<file path="src/sas_pkg.sv">
// Shared types, constants and arithmetic helpers for the stereo amp simulator.
package sas_pkg;

    // Sample and register widths.
    localparam int SAMPLE_W = 24;
    localparam int LEVEL_W  = 16;
    localparam int RATE_W   = 18;
    localparam int CFG_AW   = 3;
    localparam int COEF_W   = 27;
    localparam int NUM_W    = 45;
    localparam int BANDS    = 4;

    // Register indexes of the configuration port.
    localparam logic [CFG_AW-1:0] REG_DRIVE    = 3'd0;
    localparam logic [CFG_AW-1:0] REG_BASS     = 3'd1;
    localparam logic [CFG_AW-1:0] REG_MID      = 3'd2;
    localparam logic [CFG_AW-1:0] REG_TREBLE   = 3'd3;
    localparam logic [CFG_AW-1:0] REG_PRESENCE = 3'd4;
    localparam logic [CFG_AW-1:0] REG_MIX      = 3'd5;
    localparam logic [CFG_AW-1:0] REG_RATE     = 3'd6;

    // Fixed-point constants.
    localparam longint TWO_PI_Q28   = 64'd1686629711;
    localparam longint EIGHT_Q24    = 64'd13421773;
    localparam longint ONE_Q30      = 64'd1073741824;
    localparam logic [COEF_W-1:0] COEF_SAT = COEF_W'((TWO_PI_Q28 * 49 + 800) / 1600);

    // Divider numerators 2*pi*f in Q.28 and the limits 100*f for each band.
    localparam logic [NUM_W-1:0] BAND_NUM [BANDS] = '{
        NUM_W'(TWO_PI_Q28 * 150), NUM_W'(TWO_PI_Q28 * 1000),
        NUM_W'(TWO_PI_Q28 * 4000), NUM_W'(TWO_PI_Q28 * 8000)};
    localparam logic [23:0] BAND_LIM [BANDS] = '{
        24'(100 * 150), 24'(100 * 1000), 24'(100 * 4000), 24'(100 * 8000)};

    // Tanh table over 0..8 with one extra end entry, Q.24.
    localparam int TANH_N    = 256;
    localparam int TANH_LOG2 = $clog2(TANH_N);
    typedef logic [24:0] t_tanh_rom [0:TANH_N];

    typedef logic [COEF_W-1:0] t_coef_arr [BANDS];

    // Configuration register set.
    typedef struct packed {
        logic [LEVEL_W-1:0] drive;
        logic [LEVEL_W-1:0] bass;
        logic [LEVEL_W-1:0] mid;
        logic [LEVEL_W-1:0] treble;
        logic [LEVEL_W-1:0] presence;
        logic [LEVEL_W-1:0] mix;
        logic [RATE_W-1:0]  rate;
    } t_cfg;

    // Band state memory request.
    typedef struct packed {
        logic        we;
        logic [2:0]  addr;
        logic [31:0] wdata;
    } t_mem_req;

    // Channel sequencer states.
    typedef enum logic [4:0] {
        S_IDLE, S_COEF, S_DRV_MUL, S_DRV_SH, S_CLIP_IDX, S_CLIP_ROM, S_CLIP_MUL,
        S_CLIP_ADD, S_CLIP_NMUL, S_CLIP_NFIN, S_BAND_RD, S_BAND_DF, S_BAND_MC,
        S_BAND_UPD, S_BAND_MB, S_BAND_OUT, S_MIX_MA, S_MIX_MB, S_MIX_FIN,
        S_MIX_OUT, S_DONE
    } t_eng_state;

    // Unsigned shift-and-subtract division, used only while the table is built.
    function automatic longint unsigned udiv64(input longint unsigned num,
                                               input longint unsigned den);
        longint unsigned q;
        longint unsigned r;
        q = '0;
        r = '0;
        for (int b = 63; b >= 0; b--) begin
            r = {r[62:0], num[b]};
            if (r >= den) begin
                r    = r - den;
                q[b] = 1'b1;
            end
        end
        return q;
    endfunction

    // Builds the tanh table at elaboration: (1-e)/(1+e), e = exp(-2a).
    function automatic t_tanh_rom build_tanh_rom();
        t_tanh_rom      rom;
        longint unsigned y;
        longint unsigned z;
        longint unsigned term;
        longint unsigned v;
        longint unsigned e;
        longint         sum;
        for (int i = 0; i <= TANH_N; i++) begin
            y    = ((64'd16 << 30) * 64'(i)) >> TANH_LOG2;
            z    = y >> 8;
            term = ONE_Q30;
            sum  = ONE_Q30;
            for (int k = 1; k <= 6; k++) begin
                term = udiv64((term * z) >> 30, 64'(k));
                if (k[0]) begin
                    sum = sum - longint'(term);
                end else begin
                    sum = sum + longint'(term);
                end
            end
            if (sum < 0) begin
                sum = 0;
            end
            v = longint'(sum);
            for (int k = 0; k < 8; k++) begin
                v = (v * v + (ONE_Q30 >> 1)) >> 30;
            end
            e = v;
            if (e > ONE_Q30) begin
                e = ONE_Q30;
            end
            rom[i] = 25'(udiv64((ONE_Q30 - e) << 24, ONE_Q30 + e));
        end
        return rom;
    endfunction

    localparam t_tanh_rom TANH_ROM = build_tanh_rom();

    // Right shift that rounds half away from zero.
    function automatic logic signed [63:0] rshr(input logic signed [63:0] v,
                                                input int unsigned s);
        logic signed [63:0] h;
        h = 64'sd1 <<< (s - 1);
        if (v < 0) begin
            return (v + h - 64'sd1) >>> s;
        end
        return (v + h) >>> s;
    endfunction

    // Saturation to the signed 32-bit Q8.24 range.
    function automatic logic signed [31:0] sat32(input logic signed [63:0] v);
        if (v > 64'sd2147483647) begin
            return 32'sh7fffffff;
        end
        if (v < -64'sd2147483648) begin
            return 32'sh80000000;
        end
        return 32'(v);
    endfunction

    // Saturation to the output sample range.
    function automatic logic [SAMPLE_W-1:0] sat_out(input logic signed [63:0] v);
        if (v > 64'sd8388607) begin
            return 24'h7fffff;
        end
        if (v < -64'sd8388608) begin
            return 24'h800000;
        end
        return SAMPLE_W'(v);
    endfunction

endpackage

</file>
<file path="src/sas_coef_div.sv">
// Band coefficient unit: one restoring divide per unclamped band, rerun after each rate write.
module sas_coef_div (
    input  logic                          i_clk,
    input  logic                          i_rst_n,
    input  logic                          i_invalidate,
    input  logic [sas_pkg::RATE_W-1:0]    i_rate,
    output logic                          o_valid,
    output sas_pkg::t_coef_arr            o_coef
);

    logic                            r_valid;
    logic                            r_busy;
    logic                            r_run;
    logic [1:0]                      r_band;
    logic [5:0]                      r_cnt;
    logic [21:0]                     r_rem;
    logic [sas_pkg::NUM_W-1:0]       r_num;
    sas_pkg::t_coef_arr              r_coef;

    logic [21:0] den;
    logic [22:0] rem_sh;
    logic        qbit;
    logic [21:0] rem_nx;
    logic        band_sat;

    // One quotient bit per cycle.
    always_comb begin
        den      = {i_rate, 4'b0000};
        rem_sh   = {r_rem, r_num[sas_pkg::NUM_W-1]};
        qbit     = (rem_sh >= {1'b0, den});
        rem_nx   = qbit ? 22'(rem_sh - {1'b0, den}) : 22'(rem_sh);
        band_sat = sas_pkg::BAND_LIM[r_band] >= 24'(i_rate) * 24'd49;
    end

    // Sequence over the four bands.
    always_ff @(posedge i_clk) begin
        if (!i_rst_n) begin
            r_valid <= 1'b0;
            r_busy  <= 1'b0;
            r_run   <= 1'b0;
            r_band  <= 2'd0;
            r_cnt   <= 6'd0;
        end else if (i_invalidate) begin
            r_valid <= 1'b0;
            r_busy  <= 1'b0;
            r_run   <= 1'b0;
        end else if (!r_valid && !r_busy) begin
            r_busy <= 1'b1;
            r_band <= 2'd0;
        end else if (r_busy && !r_run) begin
            if (band_sat) begin
                r_band <= r_band + 2'd1;
                if (r_band == 2'd3) begin
                    r_busy  <= 1'b0;
                    r_valid <= 1'b1;
                end
            end else begin
                r_run <= 1'b1;
                r_cnt <= 6'd0;
            end
        end else if (r_run) begin
            r_cnt <= r_cnt + 6'd1;
            if (r_cnt == 6'(sas_pkg::NUM_W - 1)) begin
                r_run  <= 1'b0;
                r_band <= r_band + 2'd1;
                if (r_band == 2'd3) begin
                    r_busy  <= 1'b0;
                    r_valid <= 1'b1;
                end
            end
        end
    end

    // Divider datapath and coefficient store.
    always_ff @(posedge i_clk) begin
        if (r_busy && !r_run) begin
            r_rem <= 22'd0;
            r_num <= sas_pkg::BAND_NUM[r_band] + sas_pkg::NUM_W'({i_rate, 3'b000});
            if (band_sat) begin
                r_coef[r_band] <= sas_pkg::COEF_SAT;
            end
        end else if (r_run) begin
            r_rem <= rem_nx;
            r_num <= {r_num[sas_pkg::NUM_W-2:0], qbit};
            if (r_cnt == 6'(sas_pkg::NUM_W - 1)) begin
                r_coef[r_band] <= sas_pkg::COEF_W'({r_num[sas_pkg::NUM_W-2:0], qbit});
            end
        end
    end

    assign o_valid = r_valid;
    assign o_coef  = r_coef;

endmodule

</file>
<file path="config.mk">
export PLATFORM = sky130hd
export DESIGN_NAME = sas_coef_div
export DESIGN_NICKNAME = d
export VERILOG_FILES = /design/src/sas_pkg.sv /design/src/sas_coef_div.sv
export SDC_FILE = /design/constraint.sdc
export NUM_CORES = 1
export LEC_CHECK = 0
export BUFFER_PORTS_ARGS = -buffer_cell sky130_fd_sc_hd__clkbuf_2
export CAP_MARGIN = 20
export CORE_MARGIN = 2
export CORE_UTILIZATION = 30
export CTS_CLUSTER_DIAMETER = 40
export CTS_CLUSTER_SIZE = 14
export DETAILED_ROUTE_END_ITERATION = 6
export RECOVER_POWER = 50
export SKIP_CTS_REPAIR_TIMING = 1
export SLEW_MARGIN = 20
export SYNTH_ARGS = -nofsm -noshare
export SYNTH_HDL_FRONTEND = slang
export SYNTH_SLANG_ARGS = --single-unit
</file>
<file path="constraint.sdc">
create_clock -name i_clk -period 9.55 [get_ports i_clk]
set_input_delay 1.4325 -clock i_clk [delete_from_list [all_inputs] [get_ports i_clk]]
set_output_delay 1.4325 -clock i_clk [all_outputs]
set_load 0.05 [all_outputs]
</file>
Word-level counts from Yosys, hierarchy flattened
Index checks and enable logic that the tools add are counted.
Widths: inputs -> output; s select.
{"block": "op_classes", "eq_ne": 5, "order_cmp": 4, "addsub": 4, "n_mul": 1, "n_bitwise": 7, "reduce_logical": 17, "muxes": 39}
{"op": "$mux 108", "count": 4}
{"op": "$mux 45", "count": 4}
{"op": "$bwmux 108", "count": 1}
{"op": "$bmux 45 s2", "count": 1}
{"op": "$and 60x60->60", "count": 1}
{"op": "$not 60->60", "count": 1}
{"op": "$demux 27 s2", "count": 1}
{"op": "$bmux 24 s2", "count": 1}
{"op": "$mux 24", "count": 2}
{"op": "$or 48x48->48", "count": 1}
{"op": "$add 45x21->45", "count": 1}
{"op": "$mux 27", "count": 1}
{"op": "$ge 24x24->1", "count": 1}
{"op": "$mul 18x6->24 const B", "count": 1}
{"op": "$ge 23x22->1", "count": 1}
{"op": "$mux 22", "count": 1}
{"op": "$sub 22x22->22", "count": 1}
{"op": "$mux 6", "count": 3}
{"op": "$mux 1", "count": 15}
{"op": "$reduce_and 4->1", "count": 3}
{"op": "$mux 2", "count": 5}
{"op": "$add 6x1->6 const B", "count": 1}
{"op": "$eq 6x6->1 const B", "count": 1}
{"op": "$reduce_and 3->1", "count": 2}
{"op": "other kinds (14)", "count": 23}
{"block": "word_totals", "regBits": 186, "input_bits": 21, "out_inout_bits": 109, "word_cells": 88}

Logic depth before layout (Yosys ltp)
{"block": "logic_depth", "word_depth": 9, "depth_mapped": 21, "mapped_depth_nobuf": 21}

Worst setup path after synthesis
Ideal clock, no wire load.
{"block": "synth_path", "path_type": "input-to-reg", "startpoint": "input port i_rate[1] (netlist bit)", "endpoint": "register r_coef, in the netlist o_coef[0], enable pin", "n_path_buf": 0, "setup_ps": 420, "t_arrival_ps": 6654, "path_slack_ps": 2476, "cell_stages": 19, "required_ps": 9130, "path_cell_list": "ha_1 > fa_1 > ha_1 > ha_1 > fa_1 > a211oi_2 > o21bai_1 > a21oi_1 > xor2_1 > ha_1 > nand2_1 > o21ai_0 > o22ai_1 > a21oi_1 > a311o_1 > o2111ai_4 > or2_1 > o21a_1 > a21oi_1"}
{"block": "synth_via", "elab_chain_len": 4}
{"item": "from (decl)", "line_no": "sas_coef_div.sv:6", "source": "input logic [sas_pkg::RATE_W-1:0] i_rate,"}
{"item": "$mul 18x6->24", "line_no": "sas_coef_div.sv:32", "source": "band_sat = sas_pkg::BAND_LIM[r_band] >= 24'(i_rate) * 24'd49;"}
{"item": "$ge 24x24->1", "line_no": "sas_coef_div.sv:32"}
{"item": "$ne 2x2->1 (no line)"}
{"item": "$reduce_and 3->1 (no line)"}
{"item": "to (signal, indexed assignment)", "line_no": "sas_coef_div.sv:80", "source": "r_coef[r_band] <= sas_pkg::COEF_SAT;"}
{"item": "to (signal, indexed assignment)", "line_no": "sas_coef_div.sv:86", "source": "r_coef[r_band] <= sas_pkg::COEF_W'({r_num[sas_pkg::NUM_W-2:0], qbit});"}
{"item": "to (decl)", "line_no": "sas_coef_div.sv:18", "source": "sas_pkg::t_coef_arr r_coef;"}
Every way passes these cells.
A chain may end at the register's enable or synchronous reset.

Worst setup path in the final report
{"block": "layout_path", "startpoint": "register r_run", "endpoint": "register r_coef, in the netlist o_coef[31], data pin"}
{"block": "layout_via", "elab_chain_len": 3}
{"item": "from (decl)", "line_no": "sas_coef_div.sv:13", "source": "logic r_run;"}
{"item": "from (signal assigned)", "line_no": "sas_coef_div.sv:40", "source": "r_run <= 1'b0;"}
{"item": "from (signal assigned)", "line_no": "sas_coef_div.sv:46", "source": "r_run <= 1'b0;"}
{"item": "from (signal assigned)", "line_no": "sas_coef_div.sv:58", "source": "r_run <= 1'b1;"}
{"item": "$logic_not 1->1", "line_no": "sas_coef_div.sv:76", "source": "if (r_busy && !r_run) begin"}
{"item": "$logic_and 1x1->1", "line_no": "sas_coef_div.sv:76"}
{"item": "$mux 108", "line_no": "sas_coef_div.sv:76"}
Every way passes these cells.

==> impl_results.md <==
* Status: complete, but fails checks
* Failing checks: capacitance limit, slew limit
* Delay-heaviest family, CP: buffers and inverters
* Fmax at 141 MHz
* Worst min-delay path category: flop to flop
* CP Data Required Time at 9.78 ns
* Slowest cell on crit path: clkbuf_1
* Final setup violation count at 0
* Die width at 201 um
* Die height at 201 um
* Max FO, Critical Path at 72
* Fin area at 13300 um^2
* Sum of negative setup slack at 0 ns
* Final Max Tran Viols at 276
* Site row count at 72
* Asr flop ratio synth at 0%
* Final HPWL from detailed placement at 23600 um
* Fin Hold WS at 0.488 ns
* Via density at 5.12
* Diode count at 0
* Pin count of the biggest net entering global routing at 78
* Pwr Density at 158 nW/um^2
* Synth area leader: edfxtp_1
* Crit path arrival time at 7.34 ns
* Synth cell count leaders: 166 x nand2_1, 153 x edfxtp_1, 119 x ha_1
* Top cell by count, worst path: nand2_1
* Mapped Avg Cell Area at 9.97 um^2
* Total Power at 0.00211 W
* # Max-Cap Violations at 5
* Synth top area cells: edfxtp_1 39%, ha_1 13%, dfxtp_1 5.7%
* RSZ-0062 raised after global routing: no
* Period utilisation layout at 74.5%
* Lkg Pwr at 5.27 nW
* Num CTS Buffers at 17
* Post-synth top area share at 39.5%
* Clk_skew at 0.0232 ns
* Setup WS post-layout at 2.44 ns
* Gr usage total at 16.3%
* Setup WS pre-CTS at 2.38 ns
* Vias at 9234
* Most common flop cell mapped by yosys: edfxtp_1
* Crit. End Element: flop
* CTS root buf: clkbuf_16
* # DRC at 0
* Grt total ovfl at 0
* TritonCTS clock tree: yes
* Layout cells sized above 1 at 5.98%
* Synthesized flop and latch total at 186
* Clk_lat worst skew at 0.45 ns
* Area Overhead vs Synth at 14.4%
* Buf/Inv on CP at 2
* Mapped Area at 11600 um^2
* Max clock buf depth at 2
* Gp weighted congestion at 0.861
* Post-synthesis cell count at 1167
* I/O pins at 130
* EDFF count, synth at 153
* Avg WL per Cell at 18.3 um
* PortBufs at 129
* Worst-Margin Slew at 3.42 ns
* Worst setup SP type: flop
* Antenna violations before repair at 0
* Cell area after placement at 12800 um^2
* Slew margin rel. at -128%
* Critical path class: flop to flop
* Most frequent cell after synthesis: nand2_1
* Slowest stage delay, CP at 2.23 ns
* Worst path cell trace: clkinv_1 > nand2_1 > clkbuf_1 > nand2_1 > o22ai_1
* Total die area at 40400 um^2
* Final WL at 33000 um
* H-tree depth at 4
* Clock sinks at 186
* Period minus WS final at 7.11 ns
* Clock-pin transition on the worst setup and hold timing paths at 0.08 ns
* Yosys warning count at 0
* Post-DRT Antenna Nets at 0
* Hold Vio Cnt, Final at 0
* Pre-Repair DR Iteration Count at 5
* Initial DRC Count at 756
* Netlist cell types at 67
* Core Area at 38500 um^2
* Initial core utilization at 30.2%
* Sequential-to-total area share from yosys stat at 45.2%
* Max rail drop VDD at 0.132 mV
* Final Net Count at 1429
* First-pass GRT wire length at 51800 um
* Post-Syn Nets at 1322
* Vias in the first global route at 8977
[cells by family (layout without fill, tap and decap cells)]
| kind of cell | after synthesis | in the layout | share of synthesized area [%] |
|---|---|---|---|
| simple gates | 351 | 351 | 13.1 |
| flops | 186 | 186 | 45.2 |
| compound gates | 328 | 328 | 18.0 |
| xor+xnor | 46 | 46 | 3.46 |
| buf+inv | 106 | 226 | 3.45 |
| fa+ha+maj | 134 | 134 | 15.4 |
| mux | 16 | 16 | 1.38 |
[path summary, 6_finish.rpt]
| check | cells after the start | slack, ns | endpoint | startpoint |
|---|---|---|---|---|
| setup / recovery | 5 | 2.44 | o_coef[31]$_DFFE_PP_ | r_run$_SDFFE_PP0P_ |
| hold / removal | 2 | 0.49 | r_rem[18]$_SDFFE_PP0P_ | r_rem[18]$_SDFFE_PP0P_ |
| setup reg to reg | 5 | 2.44 | o_coef[31]$_DFFE_PP_ | r_run$_SDFFE_PP0P_ |
| hold reg to reg | 2 | 0.49 | r_rem[18]$_SDFFE_PP0P_ | r_rem[18]$_SDFFE_PP0P_ |
[registers in the layout (all words and copies together), names as in the netlist]
signal	count
r_busy	1
o_valid	1
r_band	2
r_num	45
r_run	1
r_rem	22
o_coef	108
r_cnt	6
[layer usage]
layer  vias up  track usage (%)  part of all wire [%]
met4         0             2.78                  0.73
met3        21             2.81                   5.4
li1       4503                -                     -
met1      4468             23.4                    47
met2       242             26.2                    47
met5         -                0                     0
[worst register-to-register path, stage by stage (launching register included)]
cell,delay [ns]
dfxtp_1,0.90
clkinv_1,0.83
nand2_1,1.59
clkbuf_1,2.25
nand2_1,0.95
o22ai_1,0.39
[cell usage in the layout (no fill, tap or decap), drive strengths merged, types with 11 or more instances in the layout]
| master | netlist | final |
|---|---|---|
| a21o | 14 | 14 |
| a21oi | 93 | 93 |
| a31oi | 11 | 11 |
| clkbuf | 45 | 148 |
| dfxtp | 33 | 33 |
| edfxtp | 153 | 153 |
| fa | 15 | 15 |
| ha | 119 | 119 |
| inv | 52 | 61 |
| mux2i | 16 | 16 |
| nand2 | 166 | 166 |
| nor2 | 97 | 97 |
| nor3 | 21 | 21 |
| o21a | 14 | 14 |
| o21ai | 66 | 66 |
| o22ai | 57 | 57 |
| xnor2 | 27 | 27 |
| xor2 | 19 | 19 |
[where the power goes]
group          total [W]  internal (W)  switching, W
clock           0.000727      0.000354      0.000372
combinational   0.000477      0.000187      0.000290
sequential      0.000904      0.000896    0.00000823
[final cells by class]
cell class              instances  area [um^2]
clock buffers                  17          425
clock inverters                15          166
fillers                      4051        25200
inverters                      54          203
multi-input cells             875         6010
flip-flops and latches        186         5260
well taps                     518          648
repair buffers                140          604
[metrics by stage]
step	cells	utilization, %
finish	1805	34.6
global route	1805	34.6
CTS	1804	34.9
detailed placement	1772	33.4
global placement	1772	33.4
floorplan	1167	-
No activity file was read; power rests on OpenSTA's default activity.
