`config.mk`:
```
export PLATFORM = sky130hd
export DESIGN_NAME = sas_band_mem
export DESIGN_NICKNAME = d
export VERILOG_FILES = /design/src/sas_pkg.sv /design/src/sas_band_mem.sv
export SDC_FILE = /design/constraint.sdc
export NUM_CORES = 1
export LEC_CHECK = 0
export ABC_AREA = 1
export BUFFER_PORTS_ARGS = -buffer_cell sky130_fd_sc_hd__buf_4
export CORE_ASPECT_RATIO = 0.9
export CORE_UTILIZATION = 55
export CTS_BUF_LIST = sky130_fd_sc_hd__clkbuf_2
export DETAILED_ROUTE_END_ITERATION = 7
export PLACE_DENSITY = 0.81
export SLEW_MARGIN = 5
export SYNTH_ARGS = -nofsm -noshare
export SYNTH_HDL_FRONTEND = slang
export SYNTH_SLANG_ARGS = --single-unit
```
`constraint.sdc`:
```
create_clock -name i_clk -period 2.8 [get_ports i_clk]
set_clock_uncertainty 0.1 [all_clocks]
set_input_delay 0.42 -clock i_clk [delete_from_list [all_inputs] [get_ports i_clk]]
set_output_delay 0.42 -clock i_clk [all_outputs]
set_load 0.02 [all_outputs]
```
`src/sas_pkg.sv`:
```
// Shared types, constants and arithmetic helpers for the stereo amp simulator.
package sas_pkg;

    // Sample and register widths.
    localparam int SAMPLE_W = 24;
    localparam int LEVEL_W  = 16;
    localparam int RATE_W   = 18;
    localparam int CFG_AW   = 3;
    localparam int COEF_W   = 27;
    localparam int NUM_W    = 45;
    localparam int BANDS    = 4;

    // Register indexes of the configuration port.
    localparam logic [CFG_AW-1:0] REG_DRIVE    = 3'd0;
    localparam logic [CFG_AW-1:0] REG_BASS     = 3'd1;
    localparam logic [CFG_AW-1:0] REG_MID      = 3'd2;
    localparam logic [CFG_AW-1:0] REG_TREBLE   = 3'd3;
    localparam logic [CFG_AW-1:0] REG_PRESENCE = 3'd4;
    localparam logic [CFG_AW-1:0] REG_MIX      = 3'd5;
    localparam logic [CFG_AW-1:0] REG_RATE     = 3'd6;

    // Fixed-point constants.
    localparam longint TWO_PI_Q28   = 64'd1686629711;
    localparam longint EIGHT_Q24    = 64'd13421773;
    localparam longint ONE_Q30      = 64'd1073741824;
    localparam logic [COEF_W-1:0] COEF_SAT = COEF_W'((TWO_PI_Q28 * 49 + 800) / 1600);

    // Divider numerators 2*pi*f in Q.28 and the limits 100*f for each band.
    localparam logic [NUM_W-1:0] BAND_NUM [BANDS] = '{
        NUM_W'(TWO_PI_Q28 * 150), NUM_W'(TWO_PI_Q28 * 1000),
        NUM_W'(TWO_PI_Q28 * 4000), NUM_W'(TWO_PI_Q28 * 8000)};
    localparam logic [23:0] BAND_LIM [BANDS] = '{
        24'(100 * 150), 24'(100 * 1000), 24'(100 * 4000), 24'(100 * 8000)};

    // Tanh table over 0..8 with one extra end entry, Q.24.
    localparam int TANH_N    = 256;
    localparam int TANH_LOG2 = $clog2(TANH_N);
    typedef logic [24:0] t_tanh_rom [0:TANH_N];

    typedef logic [COEF_W-1:0] t_coef_arr [BANDS];

    // Configuration register set.
    typedef struct packed {
        logic [LEVEL_W-1:0] drive;
        logic [LEVEL_W-1:0] bass;
        logic [LEVEL_W-1:0] mid;
        logic [LEVEL_W-1:0] treble;
        logic [LEVEL_W-1:0] presence;
        logic [LEVEL_W-1:0] mix;
        logic [RATE_W-1:0]  rate;
    } t_cfg;

    // Band state memory request.
    typedef struct packed {
        logic        we;
        logic [2:0]  addr;
        logic [31:0] wdata;
    } t_mem_req;

    // Channel sequencer states.
    typedef enum logic [4:0] {
        S_IDLE, S_COEF, S_DRV_MUL, S_DRV_SH, S_CLIP_IDX, S_CLIP_ROM, S_CLIP_MUL,
        S_CLIP_ADD, S_CLIP_NMUL, S_CLIP_NFIN, S_BAND_RD, S_BAND_DF, S_BAND_MC,
        S_BAND_UPD, S_BAND_MB, S_BAND_OUT, S_MIX_MA, S_MIX_MB, S_MIX_FIN,
        S_MIX_OUT, S_DONE
    } t_eng_state;

    // Unsigned shift-and-subtract division, used only while the table is built.
    function automatic longint unsigned udiv64(input longint unsigned num,
                                               input longint unsigned den);
        longint unsigned q;
        longint unsigned r;
        q = '0;
        r = '0;
        for (int b = 63; b >= 0; b--) begin
            r = {r[62:0], num[b]};
            if (r >= den) begin
                r    = r - den;
                q[b] = 1'b1;
            end
        end
        return q;
    endfunction

    // Builds the tanh table at elaboration: (1-e)/(1+e), e = exp(-2a).
    function automatic t_tanh_rom build_tanh_rom();
        t_tanh_rom      rom;
        longint unsigned y;
        longint unsigned z;
        longint unsigned term;
        longint unsigned v;
        longint unsigned e;
        longint         sum;
        for (int i = 0; i <= TANH_N; i++) begin
            y    = ((64'd16 << 30) * 64'(i)) >> TANH_LOG2;
            z    = y >> 8;
            term = ONE_Q30;
            sum  = ONE_Q30;
            for (int k = 1; k <= 6; k++) begin
                term = udiv64((term * z) >> 30, 64'(k));
                if (k[0]) begin
                    sum = sum - longint'(term);
                end else begin
                    sum = sum + longint'(term);
                end
            end
            if (sum < 0) begin
                sum = 0;
            end
            v = longint'(sum);
            for (int k = 0; k < 8; k++) begin
                v = (v * v + (ONE_Q30 >> 1)) >> 30;
            end
            e = v;
            if (e > ONE_Q30) begin
                e = ONE_Q30;
            end
            rom[i] = 25'(udiv64((ONE_Q30 - e) << 24, ONE_Q30 + e));
        end
        return rom;
    endfunction

    localparam t_tanh_rom TANH_ROM = build_tanh_rom();

    // Right shift that rounds half away from zero.
    function automatic logic signed [63:0] rshr(input logic signed [63:0] v,
                                                input int unsigned s);
        logic signed [63:0] h;
        h = 64'sd1 <<< (s - 1);
        if (v < 0) begin
            return (v + h - 64'sd1) >>> s;
        end
        return (v + h) >>> s;
    endfunction

    // Saturation to the signed 32-bit Q8.24 range.
    function automatic logic signed [31:0] sat32(input logic signed [63:0] v);
        if (v > 64'sd2147483647) begin
            return 32'sh7fffffff;
        end
        if (v < -64'sd2147483648) begin
            return 32'sh80000000;
        end
        return 32'(v);
    endfunction

    // Saturation to the output sample range.
    function automatic logic [SAMPLE_W-1:0] sat_out(input logic signed [63:0] v);
        if (v > 64'sd8388607) begin
            return 24'h7fffff;
        end
        if (v < -64'sd8388608) begin
            return 24'h800000;
        end
        return SAMPLE_W'(v);
    endfunction

endpackage

```
`src/sas_band_mem.sv`:
```
// Band state memory: eight Q8.24 filter states with per-entry valid bits.
module sas_band_mem (
    input  logic              i_clk,
    input  logic              i_rst_n,
    input  sas_pkg::t_mem_req i_req,
    output logic [31:0]       o_rdata
);

    logic [31:0] r_mem [8];
    logic [7:0]  r_valid;
    logic [31:0] r_rdata;

    // Storage and registered read; an entry never written reads as zero.
    always_ff @(posedge i_clk) begin
        if (i_req.we) begin
            r_mem[i_req.addr] <= i_req.wdata;
        end
        r_rdata <= r_valid[i_req.addr] ? r_mem[i_req.addr] : 32'd0;
    end

    // Valid bits stand in for clearing the states at reset.
    always_ff @(posedge i_clk) begin
        if (!i_rst_n) begin
            r_valid <= '0;
        end else if (i_req.we) begin
            r_valid[i_req.addr] <= 1'b1;
        end
    end

    assign o_rdata = r_rdata;

endmodule

```
Word level (Yosys, flattened, before mapping)
Memory sizes are Yosys's and may differ from the RTL's. A register that Yosys moved wholly into a read port is not among the register bits.
Cells that the tools add are included.
- logic and storage cells: 13
- memories kept: 1
- bits of input ports: 38
- bits in registers: 8
- RAM bits: 256
- output and inout bits: 32
- bitwise operators: 1
- reduce and logical (&&, ||, !) cells: 2
- $lt $le $gt $ge: 2
- muxes and demuxes: 6
- memory list (name ; words ; bits a word ; rd ports ; clocked after memory_dff ; write ports ; line ; source):
    r_mem ; 8 ; 32 ; 1 ; 1 ; 1 ; sas_band_mem.sv:9 ; logic [31:0] r_mem [8];
- operators with widths (cell ; count):
    $or 8x8->8 ; 1
    $lt 3x4->1 const B ; 1
    $mux 1 ; 4
    $bmux 1 s3 ; 1
    $demux 1 s3 ; 1
    $ge 3x1->1 const B ; 1
    $logic_and 1x1->1 ; 1
    $logic_not 1->1 ; 1

Longest topological paths before layout
Gate-level depths: netlist of the first run.
- word-level depth: 5
- mapped depth: 9
- depth with buffers taken out: 6

Worst setup path after synthesis of the first run
Ideal clock, no wire load.
- kind: input port to flip-flop
- start point: input i_req[32] (netlist name)
- end point: memory r_mem[7][0] (enable)
- path slack: -0.090 ns
- setup time: 0.423 ns
- path buffers: 3
- required time: 2.277 ns
- stages: 5
- arrival time: 2.368 ns
- cells stage by stage: buf_2 -> buf_2 -> buf_4 -> nand2_1 -> nor2_1
- RTL lines (element ; line ; source):
    start: declaration ; sas_band_mem.sv:5 ; input sas_pkg::t_mem_req i_req,
    end: declaration ; sas_band_mem.sv:9 ;
Straight into the memory's write port.

Worst setup path after layout of the first run
- start point: input i_req[33] (netlist name)
- end point: register r_valid[3]
- word-level cells in the longest chain between the ends: 5
- elaborated cells on any way between the ends: 6
- classes of those cells: 2 x order compare; 2 x mux; 1 x bitwise; 1 x reduce/logical
- RTL lines (element ; line ; source):
    $lt 3x4->1 (implied by the code) or $ge 3x1->1 (tied branches) ; sas_band_mem.sv:26 ; r_valid[i_req.addr] <= 1'b1;
    $logic_and 1x1->1 (implied by the code) ; sas_band_mem.sv:26 ;
    $mux 1 (implied by the code) ; sas_band_mem.sv:26 ;
    $demux 1 s3 (*) ; sas_band_mem.sv:26 ;
    $or 8x8->8 (no source line) (*) ; - ;
    end signal: assignment ; sas_band_mem.sv:24 ; r_valid <= '0;
    end signal: indexed assignment ; sas_band_mem.sv:26 ;
    end: declaration ; sas_band_mem.sv:10 ; logic [7:0] r_valid;
Mark *: on every way between the ends. The rest lies on a longest branch, timed or not.
A chain may end at the register's enable or synchronous reset.

==> results of run 1 <==
worst max-delay path, cell delays in order:
cell and delay, ns:
sky130_fd_sc_hd__dlygate4sd3_1 0.52, sky130_fd_sc_hd__buf_4 0.15, sky130_fd_sc_hd__inv_1 0.07, sky130_fd_sc_hd__nor2_4 0.11, sky130_fd_sc_hd__dlygate4sd3_1 0.59, sky130_fd_sc_hd__nand2_1 0.08, sky130_fd_sc_hd__dlygate4sd3_1 0.58, sky130_fd_sc_hd__a21oi_1 0.12
sky130_fd_sc_hd__dlygate4sd3_1 0.56
logic make-up (layout without fill, tap and decap cells):
kind of cell,after synthesis,count (layout),share of synthesized area [%]
simple gates,543,543,18.4
flops,296,296,70.8
other cells,0,2,0
compound gates,7,7,0.292
buf+inv,322,546,10.5
cells in the final DEF (no fill, tap or decap), drive strengths merged:
cell type    count
nand2          339
inv            277
edfxtp         256
nand3          132
clkbuf         112
buf             96
nor2            72
dlygate4sd3     41
dfxtp           40
clkinv          19
a21oi            7
diode            2
bufinv           1
worst max-delay path by stage:
stage                       end  slack (ns)      start
finish               r_valid[3]        0.25  i_req[33]
global placement     o_rdata[5]        0.80  i_req[32]
detailed placement   o_rdata[5]        0.72  i_req[32]
global route         r_valid[3]        0.28  i_req[33]
floorplan           r_mem[7][0]        0.45  i_req[32]
CTS                  r_valid[3]        0.38  i_req[33]
metal layers:
| layer | vias to the layer above | part of all wire (%) | GRT usage (%) |
|---|---|---|---|
| met5 | - | 0 | 0 |
| met2 | 338 | 49 | 38.9 |
| met3 | 56 | 7.8 | 5.27 |
| met4 | 0 | 2.1 | 9.35 |
| li1 | 3995 | - | - |
| met1 | 3752 | 41 | 30.2 |
through the flow:
step | util [%] | instance area [sq um] | hold WS [ns]
final | 66.5 | 14000 | 0.101
after global routing | 66.5 | 14000 | 0.0844
after CTS | 66.4 | 14000 | 0.0229
after detailed placement | 61.4 | 12900 | 0.352
after global placement | 61.4 | 12900 | 0.347
after floorplan | - | 12000 | 0.335
what timing repair did:
item	CTS	global route
hold endpoints to repair	270	0
setup buffers	0	0
hold buffers	41	0
power by group:
part | internal (mW) | total, mW | switching (mW)
Clock | 1.15 | 2.79 | 1.65
Combinational | 0.247 | 0.698 | 0.451
Sequential | 4.95 | 4.99 | 0.0424
Total | 6.34 | 8.48 | 2.14
layout make-up:
cell class	count	area, sq um
flip-flops and latches	296	8490
fillers	1532	7070
multi-input cells	550	2280
repair buffers	137	1180
inverters	278	1040
clock buffers	112	561
well taps	286	358
clock inverters	19	98.8
diodes	2	5.00
sequential cells by signal, indices dropped and copies added (netlist names):
| signal | flops |
|---|---|
| r_mem | 256 |
| o_rdata | 32 |
| r_valid | 8 |
==> parameters.txt, run 1 <==
Parameter                              Value

Outcome
  Run status ... finished clean

Floorplan
  Ports ... 70
  Die Height ... 142 um
  Width of the chip ... 158 um
  Core ar. ... 21100 sq um
  Initial cell density of the core ... 56.9%
  Standard-cell row count ... 50
  Floorplan die area ... 22400 sq um

Global routing
  Vias in the first global route ... 7802
  Initial antenna violation count ... 2
  Combined global-route utilization of all metal layers ... 23.5%
  Pin count of the biggest net entering global routing ... 74
  First-pass GRT wire length ... 39.3 mm
  Total overflow reported by the global router ... 0

Timing
  Final count of pins violating max slew ... 0
  Count of final hold-check violations ... 0
  RSZ-0062 raised after global routing ... no
  Least-Margin Pin Slew ... 0.611 ns
  Ratio of final minimum period to clock period ... 91.1%
  Max Clk Rate ... 392 MHz
  Post-layout worst setup margin ... 0.250 ns
  Setup violations, final ... 0
  Shortest period the worst path allows ... 2.55 ns
  Summed negative setup slack over all endpoints ... 0 ns
  Worst slew margin relative to its limit ... 59.3%

Setup path
  Required time of the critical path ... 3.44 ns
  Setup crit end kind ... flip-flop
  Startpoint types ... primary input
  Reg2reg start ... r_valid[4]
  Crit-path max FO ... 4
  Capture instance of the worst register-to-register path ... o_rdata[19]
  Type of the setup path with the least slack ... in2reg
  Crit path arrival time ... 3.19 ns
  Worst setup slack for register-to-register paths ... 1.45 ns
  Number of cells on the worst reg-to-reg path ... 7

Clocking
  Maximum count of clock buffers along a single path ... 3
  Clock tree sinks ... 296
  Clock tree from TritonCTS ... done
  # resized after CTS ... 0
  Max H-tree Level ... 3
  Clock transition at the registers of the reported paths ... 0.09 ns
  Latest clock arrival within the worst-skew pair ... 0.80 ns
  TritonCTS buffer count ... 73
  Root Buffer Master ... sky130_fd_sc_hd__clkbuf_2

Drt
  Number of search-and-repair iterations in the first detailed-routing pass ... 7
  Average vias per placed instance ... 4.85
  Wirelength, routed ... 25.2 mm
  Violation count after the first detailed-route iteration ... 624
  Post-detailed-route wirelength per cell ... 15.0 um
  Remaining DRCs ... 0
  Number of nets still failing antenna checks after routing ... 0
  Detailed-route via count ... 8141

Job
  Max-capacitance violation count ... 0

Hold path
  Instance count along the most critical hold path ... 6
  WHS Endpoint ... o_rdata[31]
  Critical hold path startpoint ... i_req[32]
  Path type of the worst min-delay path ... in2reg

Placement
  Port bufs ... 69
  Placed instance count ... 1506
  Placer's final routability congestion estimate ... 0.846
  Detailed placer's ending HPWL ... 14.8 mm
  Worst slack, placed ... 0.724 ns

Synthesis
  Seq/Total Area, Yosys ... 70.8%
  Post-Synthesis Mean Instance Area ... 10.3 sq um
  Most frequent cells after synthesis ... 339 x sky130_fd_sc_hd__nand2_1, 276 x sky130_fd_sc_hd__inv_1, 256 x sky130_fd_sc_hd__edfxtp_1
  Top_reg_cell synth ... sky130_fd_sc_hd__edfxtp_1
  Yosys synthesis warning count ... 0
  Post-synth top area cell ... sky130_fd_sc_hd__edfxtp_1
  Count of state elements after synthesis ... 296
  Number of enable-type register cells in the synthesized netlist ... 256
  Most common cell in the netlist ... sky130_fd_sc_hd__nand2_1
  Share of synthesized flip-flops with an asynchronous set or reset ... 0%
  Count of mapped cells out of synthesis ... 1168
  Nets in the synthesized netlist ... 1206
  Leading post-synthesis cells by cell area ... sky130_fd_sc_hd__edfxtp_1 64%, sky130_fd_sc_hd__nand2_1 11%, sky130_fd_sc_hd__inv_1 8.6%
  Count of cell types in the netlist ... 13
  Yosys top cell area share ... 64.1%
  Netlist area before placement ... 12000 sq um

Pwr
  Maximum vdd drop ... 321 uV
  Power Total ... 8.48 mW
  Power density relative to cell area ... 605 nW/um^2
  Static leakage ... 6.58 nW

Layout
  Final non-filler cell total ... 1680
  Fraction of final layout cells sized beyond drive strength 1 ... 15.6%
  Area added between synthesis and finish ... 16.9%
  Final-stage net count ... 1374
(Power assumes the default switching activity.)
==> run 2, diff against run 1 <==
- CORE_MARGIN: not set -> 4
==> run 2 against run 1 <==
  * Die area rose by 8.2%
  * Worst hold slack gained 0.17 ns
  * Clock power hardly changed
  * Final area is 0.26% higher
  * Via count up 0.47%
  * First-iteration DRC count is 2.1% lower
  * Critical path depth is the same
  * Final cell count unchanged
  * Wire length increased by 1.0%
  * Fmax up 3.5%
  * Largest power group unchanged
==> parameters.txt, run 2 (same netlist as run 1, synthesis figures left out) <==
Parameter                              Value

Drt
  Post-detailed-route wirelength per cell ... 15.2 um (+1.0%)
  Remaining DRCs ... 0 (unchanged)
  Average vias per placed instance ... 4.87 (+0.47%)
  Wirelength, routed ... 25.5 mm (+1.0%)
  Violation count after the first detailed-route iteration ... 611 (-2.1%)
  Detailed-route via count ... 8179 (+0.47%)
  Number of search-and-repair iterations in the first detailed-routing pass ... 5 (-2)
  Number of nets still failing antenna checks after routing ... 0 (unchanged)

Placement
  Port bufs ... 69 (unchanged)
  Worst slack, placed ... 0.550 ns (-0.174 ns)
  Detailed placer's ending HPWL ... 14.8 mm (about the same)
  Placed instance count ... 1506 (unchanged)
  Placer's final routability congestion estimate ... 0.778 (-7.9%)

Setup path
  Crit path arrival time ... 3.06 ns (-0.13 ns)
  Slowest cell on crit path ... sky130_fd_sc_hd__dlygate4sd3_1
  Type of the setup path with the least slack ... in2reg
  Cell-by-cell listing of the critical path ... dlygate4sd3_1 -> buf_4 -> inv_1 -> nor2_4 -> dlygate4sd3_1 -> nand2_1 -> dlygate4sd3_1 -> a21oi_1 -> dlygate4sd3_1
  Crit-path max FO ... 4 (unchanged)
  Top cell family by delay on the critical path ... buffers and inverters
  Worst path max stage delay ... 0.56 ns (-0.03 ns)
  Required time of the critical path ... 3.39 ns (-0.05 ns)
  Buffers and inverters on the worst path ... 6 (unchanged)
  Critical path's most frequent cell ... sky130_fd_sc_hd__dlygate4sd3_1
  Setup crit end kind ... flip-flop
  Startpoint types ... primary input

Timing
  RSZ-0062 raised after global routing ... no
  Summed negative setup slack over all endpoints ... 0 ns (unchanged)
  Ratio of final minimum period to clock period ... 88.0% (-3.0 points)
  Count of final hold-check violations ... 0 (unchanged)
  Post-layout worst setup margin ... 0.335 ns (+0.0853 ns)
  Shortest period the worst path allows ... 2.46 ns (-0.0853 ns)
  Worst slew margin relative to its limit ... 61.2% (+1.9 points)
  Hold_ws ... 0.275 ns (+0.173 ns)
  Least-Margin Pin Slew ... 0.583 ns (-0.0284 ns)
  Final count of pins violating max slew ... 0 (unchanged)
  Max Clk Rate ... 406 MHz (+3.5%)
  Setup violations, final ... 0 (unchanged)

Global routing
  First-pass GRT wire length ... 40.8 mm (+3.7%)
  Total overflow reported by the global router ... 0 (unchanged)
  Initial antenna violation count ... 1 (-1)
  Vias in the first global route ... 8128 (+4.2%)
  Pin count of the biggest net entering global routing ... 68 (-8.1%)
  Combined global-route utilization of all metal layers ... 21.7% (-1.8 points)

Layout
  Final-stage net count ... 1373 (-0.073%)
  Fraction of final layout cells sized beyond drive strength 1 ... 15.6% (about the same)
  Final non-filler cell total ... 1680 (unchanged)
  Register name with the most flops ... r_mem
  Area added between synthesis and finish ... 17.2%
  Filler instances ... 1630 (+6.4%)
  Most common cell after layout, fill and taps aside ... sky130_fd_sc_hd__nand2_1
  Top library cells by usage in the layout, fill and taps aside ... 339 x sky130_fd_sc_hd__nand2_1, 269 x sky130_fd_sc_hd__inv_1, 256 x sky130_fd_sc_hd__edfxtp_1
  Flip-flop count of the largest register after layout ... 256 (unchanged)

Floorplan
  Width of the chip ... 164 um (+3.8%)
  Floorplan die area ... 24200 sq um (+8.2%)
  Initial cell density of the core ... 56.7% (-0.17 points)
  Standard-cell row count ... 50 (unchanged)
  Die Height ... 148 um (+4.2%)
  Ports ... 70 (unchanged)
  Core ar. ... 21100 sq um (+0.30%)

Pwr
  Static leakage ... 6.53 nW (-0.66%)
  Maximum vdd drop ... 350 uV (+8.8%)
  Power density relative to cell area ... 602 nW/um^2 (-0.54%)
  Power Total ... 8.46 mW (-0.28%)

Hold path
  Path type of the worst min-delay path ... in2reg

Clocking
  Maximum count of clock buffers along a single path ... 3 (unchanged)
  Root Buffer Master ... sky130_fd_sc_hd__clkbuf_2
  Post-CTS setup buffers ... 0 (unchanged)
  Max H-tree Level ... 3 (unchanged)
  # resized after CTS ... 0 (unchanged)
  Clock tree from TritonCTS ... done
  Number of hold buffers added after CTS ... 42 (+2.4%)
  Latest clock arrival within the worst-skew pair ... 0.83 ns (+0.03 ns)
  Clock tree sinks ... 296 (unchanged)
  Clock transition at the registers of the reported paths ... 0.11 ns (+0.02 ns)
  TritonCTS buffer count ... 71 (-2.7%)

Job
  Max-capacitance violation count ... 0 (unchanged)

Outcome
  Run status ... finished clean
## run 2: cell types whose count changed in the layout (fill, tap and decap cells not counted), moves of 2 or more
cell                         previous run  this run
sky130_fd_sc_hd__buf_12                 4         6
sky130_fd_sc_hd__buf_4                 92        90
sky130_fd_sc_hd__clkbuf_2             112       107
sky130_fd_sc_hd__clkinv_1              17        24
sky130_fd_sc_hd__clkinvlp_4             0         2
sky130_fd_sc_hd__inv_1                276       269
sky130_fd_sc_hd__inv_2                  1         3
## run 2: worst register-to-register path, cell delays in order, from the launching register on
cell and delay [ns]:
sky130_fd_sc_hd__dfxtp_1 0.32, sky130_fd_sc_hd__inv_1 0.08, sky130_fd_sc_hd__nand2_1 0.06, sky130_fd_sc_hd__nand3_1 0.10, sky130_fd_sc_hd__nand2_1 0.09, sky130_fd_sc_hd__nor2_4 0.11, sky130_fd_sc_hd__buf_4 0.31, sky130_fd_sc_hd__nor2_1 0.10
## run 2: final cells by class
cell class                      instances  area [sq um]  area share (%)
Antenna cell                            1          2.50          0.0178
Clock buffer                          107           536            3.81
Clock inverter                         24           126           0.900
Inverter                              278          1050            7.45
Multi-Input combinational cell        550          2280            16.2
Sequential cell                       296          8490            60.4
Tap cell                              286           358            2.55
Timing Repair Buffer                  138          1220            8.66
## run 2: routing by layer
| layer | wire length, um | part of all wire [%] | GRT usage (%) | vias up |
|---|---|---|---|---|
| met5 | 0 | 0 | 0 | - |
| met1 | 10500 | 41 | 28.9 | 3810 |
| met3 | 2030 | 8.0 | 4.13 | 53 |
| li1 | - | - | - | 3997 |
| met2 | 12500 | 49 | 35.4 | 319 |
| met4 | 542 | 2.1 | 9.22 | 0 |
## run 2: final timing paths
| path | from | end | slack [ns] | cells after the start |
|---|---|---|---|---|
| min reg2reg | r_valid[6] | r_valid[6] | 0.39 | 2 |
| min | i_req[8] | r_mem[6][8] | 0.27 | 2 |
| max reg2reg | r_valid[5] | o_rdata[16] | 1.41 | 7 |
| max | i_req[33] | r_valid[3] | 0.34 | 9 |
## run 2: report_power, final
group | switching, mW | internal (mW)
Sequential | 0.0437 | 4.95
Combinational | 0.452 | 0.251
Clock | 1.65 | 1.12
Total | 2.14 | 6.32
## run 2: per-stage QoR
| step | utilization (%) | area [sq um] |
|---|---|---|
| 6_report | 66.4 | 14000 |
| 5_1_grt | 66.4 | 14000 |
| 4_1_cts | 66.4 | 14000 |
| 3_5_place_dp | 61.3 | 13000 |
| 3_3_place_gp | 61.3 | 13000 |
| 2_1_floorplan | - | 12000 |
==> run 3, diff against run 2 <==
- CORE_UTILIZATION: 55 -> 45
- PLACE_DENSITY: 0.81 -> 0.69
==> run 3 against run 2 <==
  * Power up 1.2%
  * Global-route usage down 3.7 points
  * Clock power up 4%
  * Critical path type unchanged
  * Sequential share of layout area down 0.42 points
  * Largest cell class unchanged
  * Critical path depth unchanged
==> parameters.txt, run 3 (same netlist as run 1, synthesis figures left out) <==
Parameter                              Value

Placement
  Placed instance count ... 1572 (+4.4%)
  Detailed placer's ending HPWL ... 15.3 mm (+3.1%)
  Port bufs ... 69 (unchanged)
  Placer's final routability congestion estimate ... 0.807 (+3.6%)

Timing
  Ratio of final minimum period to clock period ... 90.8% (+2.7 points)
  Shortest period the worst path allows ... 2.54 ns (+0.0766 ns)
  Worst slew margin relative to its limit ... 39.0% (-22 points)
  Max Clk Rate ... 394 MHz (-3.0%)
  Final count of pins violating max slew ... 0 (unchanged)
  Least-Margin Pin Slew ... 0.914 ns (+0.332 ns)
  Summed negative setup slack over all endpoints ... 0 ns (unchanged)
  Count of final hold-check violations ... 0 (unchanged)
  RSZ-0062 raised after global routing ... no
  Setup violations, final ... 0 (unchanged)
  Hold_ws ... 0.115 ns (-0.160 ns)

Clocking
  Post-CTS setup buffers ... 0 (unchanged)
  Clock transition at the registers of the reported paths ... 0.11 ns (about the same)
  Clock tree sinks ... 296 (unchanged)
  Max H-tree Level ... 3 (unchanged)
  TritonCTS buffer count ... 75 (+5.6%)
  Root Buffer Master ... sky130_fd_sc_hd__clkbuf_2
  # resized after CTS ... 0 (unchanged)
  Maximum count of clock buffers along a single path ... 3 (unchanged)
  Latest clock arrival within the worst-skew pair ... 0.82 ns (about the same)
  Clock tree from TritonCTS ... done

Drt
  Wirelength, routed ... 26.3 mm (+3.0%)
  Detailed-route via count ... 8058 (-1.5%)
  Violation count after the first detailed-route iteration ... 549 (-10%)
  Post-detailed-route wirelength per cell ... 15.1 um (-0.76%)
  Remaining DRCs ... 0 (unchanged)
  Number of search-and-repair iterations in the first detailed-routing pass ... 5 (unchanged)
  Average vias per placed instance ... 4.62 (-5.1%)
  Number of nets still failing antenna checks after routing ... 0 (unchanged)

Global routing
  Initial antenna violation count ... 1 (unchanged)
  Total overflow reported by the global router ... 0 (unchanged)
  Pin count of the biggest net entering global routing ... 85 (+25%)
  Vias in the first global route ... 7979 (-1.8%)
  Combined global-route utilization of all metal layers ... 18.1% (-3.7 points)
  First-pass GRT wire length ... 41.8 mm (+2.5%)

Hold path
  Path type of the worst min-delay path ... in2reg
  Instance count along the most critical hold path ... 6 (+4)

Job
  Max-capacitance violation count ... 0 (unchanged)

Setup path
  Setup crit end kind ... flip-flop
  Crit path arrival time ... 3.22 ns (+0.16 ns)
  Crit-path max FO ... 5 (+1)
  Type of the setup path with the least slack ... in2reg
  Startpoint types ... primary input
  Number of cells on the worst reg-to-reg path ... 7 (unchanged)
  Required time of the critical path ... 3.48 ns (+0.09 ns)

Floorplan
  Ports ... 70 (unchanged)
  Standard-cell row count ... 56 (+12%)
  Width of the chip ... 180 um (+10%)
  Floorplan die area ... 29300 sq um (+21%)
  Initial cell density of the core ... 45.9% (-11 points)
  Core ar. ... 26100 sq um (+24%)
  Die Height ... 163 um (+10%)

Layout
  Final non-filler cell total ... 1744 (+3.8%)
  Most common cell after layout, fill and taps aside ... sky130_fd_sc_hd__nand2_1
  Fraction of final layout cells sized beyond drive strength 1 ... 16.6% (+0.98 points)
  Area added between synthesis and finish ... 18.0%
  Final-stage net count ... 1379 (+0.44%)
  Register name with the most flops ... r_mem
  Top library cells by usage in the layout, fill and taps aside ... 339 x sky130_fd_sc_hd__nand2_1, 276 x sky130_fd_sc_hd__inv_1, 256 x sky130_fd_sc_hd__edfxtp_1
  Flip-flop count of the largest register after layout ... 256 (unchanged)

Pwr
  Maximum vdd drop ... 322 uV (-7.9%)
  Static leakage ... 6.63 nW (+1.5%)
  Power density relative to cell area ... 605 nW/um^2 (+0.52%)

Outcome
  Run status ... finished clean
[run 3: per-layer routing]
layer / vias up / part of all wire, % / track usage, % / wire length [um]
li1: 4016 / - / - / -
met2: 232 / 47 / 29.3 / 12400
met1: 3761 / 45 / 23.8 / 11800
met4: 0 / 2.2 / 6.87 / 582
met3: 49 / 5.4 / 4.53 / 1420
met5: - / 0 / 0 / 0
[run 3: final cells by class]
cell class | instances | area [sq um]
fillers | 2284 | 12000
flip-flops and latches | 296 | 8490
multi-input cells | 550 | 2280
repair buffers | 140 | 1230
inverters | 278 | 1040
clock buffers | 123 | 616
well taps | 348 | 435
clock inverters | 8 | 57.6
diodes | 1 | 2.50
[run 3: worst paths after layout]
path	start	to	slack (ns)
hold / removal	i_req[32]	o_rdata[27]	0.11
hold reg to reg	r_valid[3]	r_valid[3]	0.37
setup reg to reg	r_valid[5]	o_rdata[20]	1.29
setup / recovery	i_req[34]	r_valid[5]	0.26
[run 3: through the flow]
stage / area (sq um) / setup WS (ns) / utilization (%) / power, mW
finish: 14100 / 0.259 / 54.1 / 8.56
global route: 14100 / 0.277 / 54.1 / 9.04
CTS: 14100 / 0.358 / 54.1 / 8.66
detailed placement: 13100 / 0.520 / 50.0 / 5.76
global placement: 13100 / 0.553 / 50.0 / 5.74
floorplan: 12000 / 0.452 / - / 5.46
[run 3: where the power goes]
group / switching [mW] / internal (mW)
combinational: 0.453 / 0.252
sequential: 0.0424 / 4.95
clock: 1.64 / 1.22
[run 3: critical path: stages]
cell                            delay, ns
sky130_fd_sc_hd__dlygate4sd3_1       0.52
sky130_fd_sc_hd__buf_4               0.16
sky130_fd_sc_hd__inv_1               0.08
sky130_fd_sc_hd__nor2_4              0.14
sky130_fd_sc_hd__dlygate4sd3_1       0.60
sky130_fd_sc_hd__nand2_1             0.07
sky130_fd_sc_hd__dlygate4sd3_1       0.56
sky130_fd_sc_hd__a21oi_1             0.11
sky130_fd_sc_hd__dlygate4sd3_1       0.54
[run 3: repair_timing]
item / in CTS / in global routing
hold endpoints to repair: 265 / 0
setup endpoints to repair: 0 / 0
hold buffers: 40 / 0
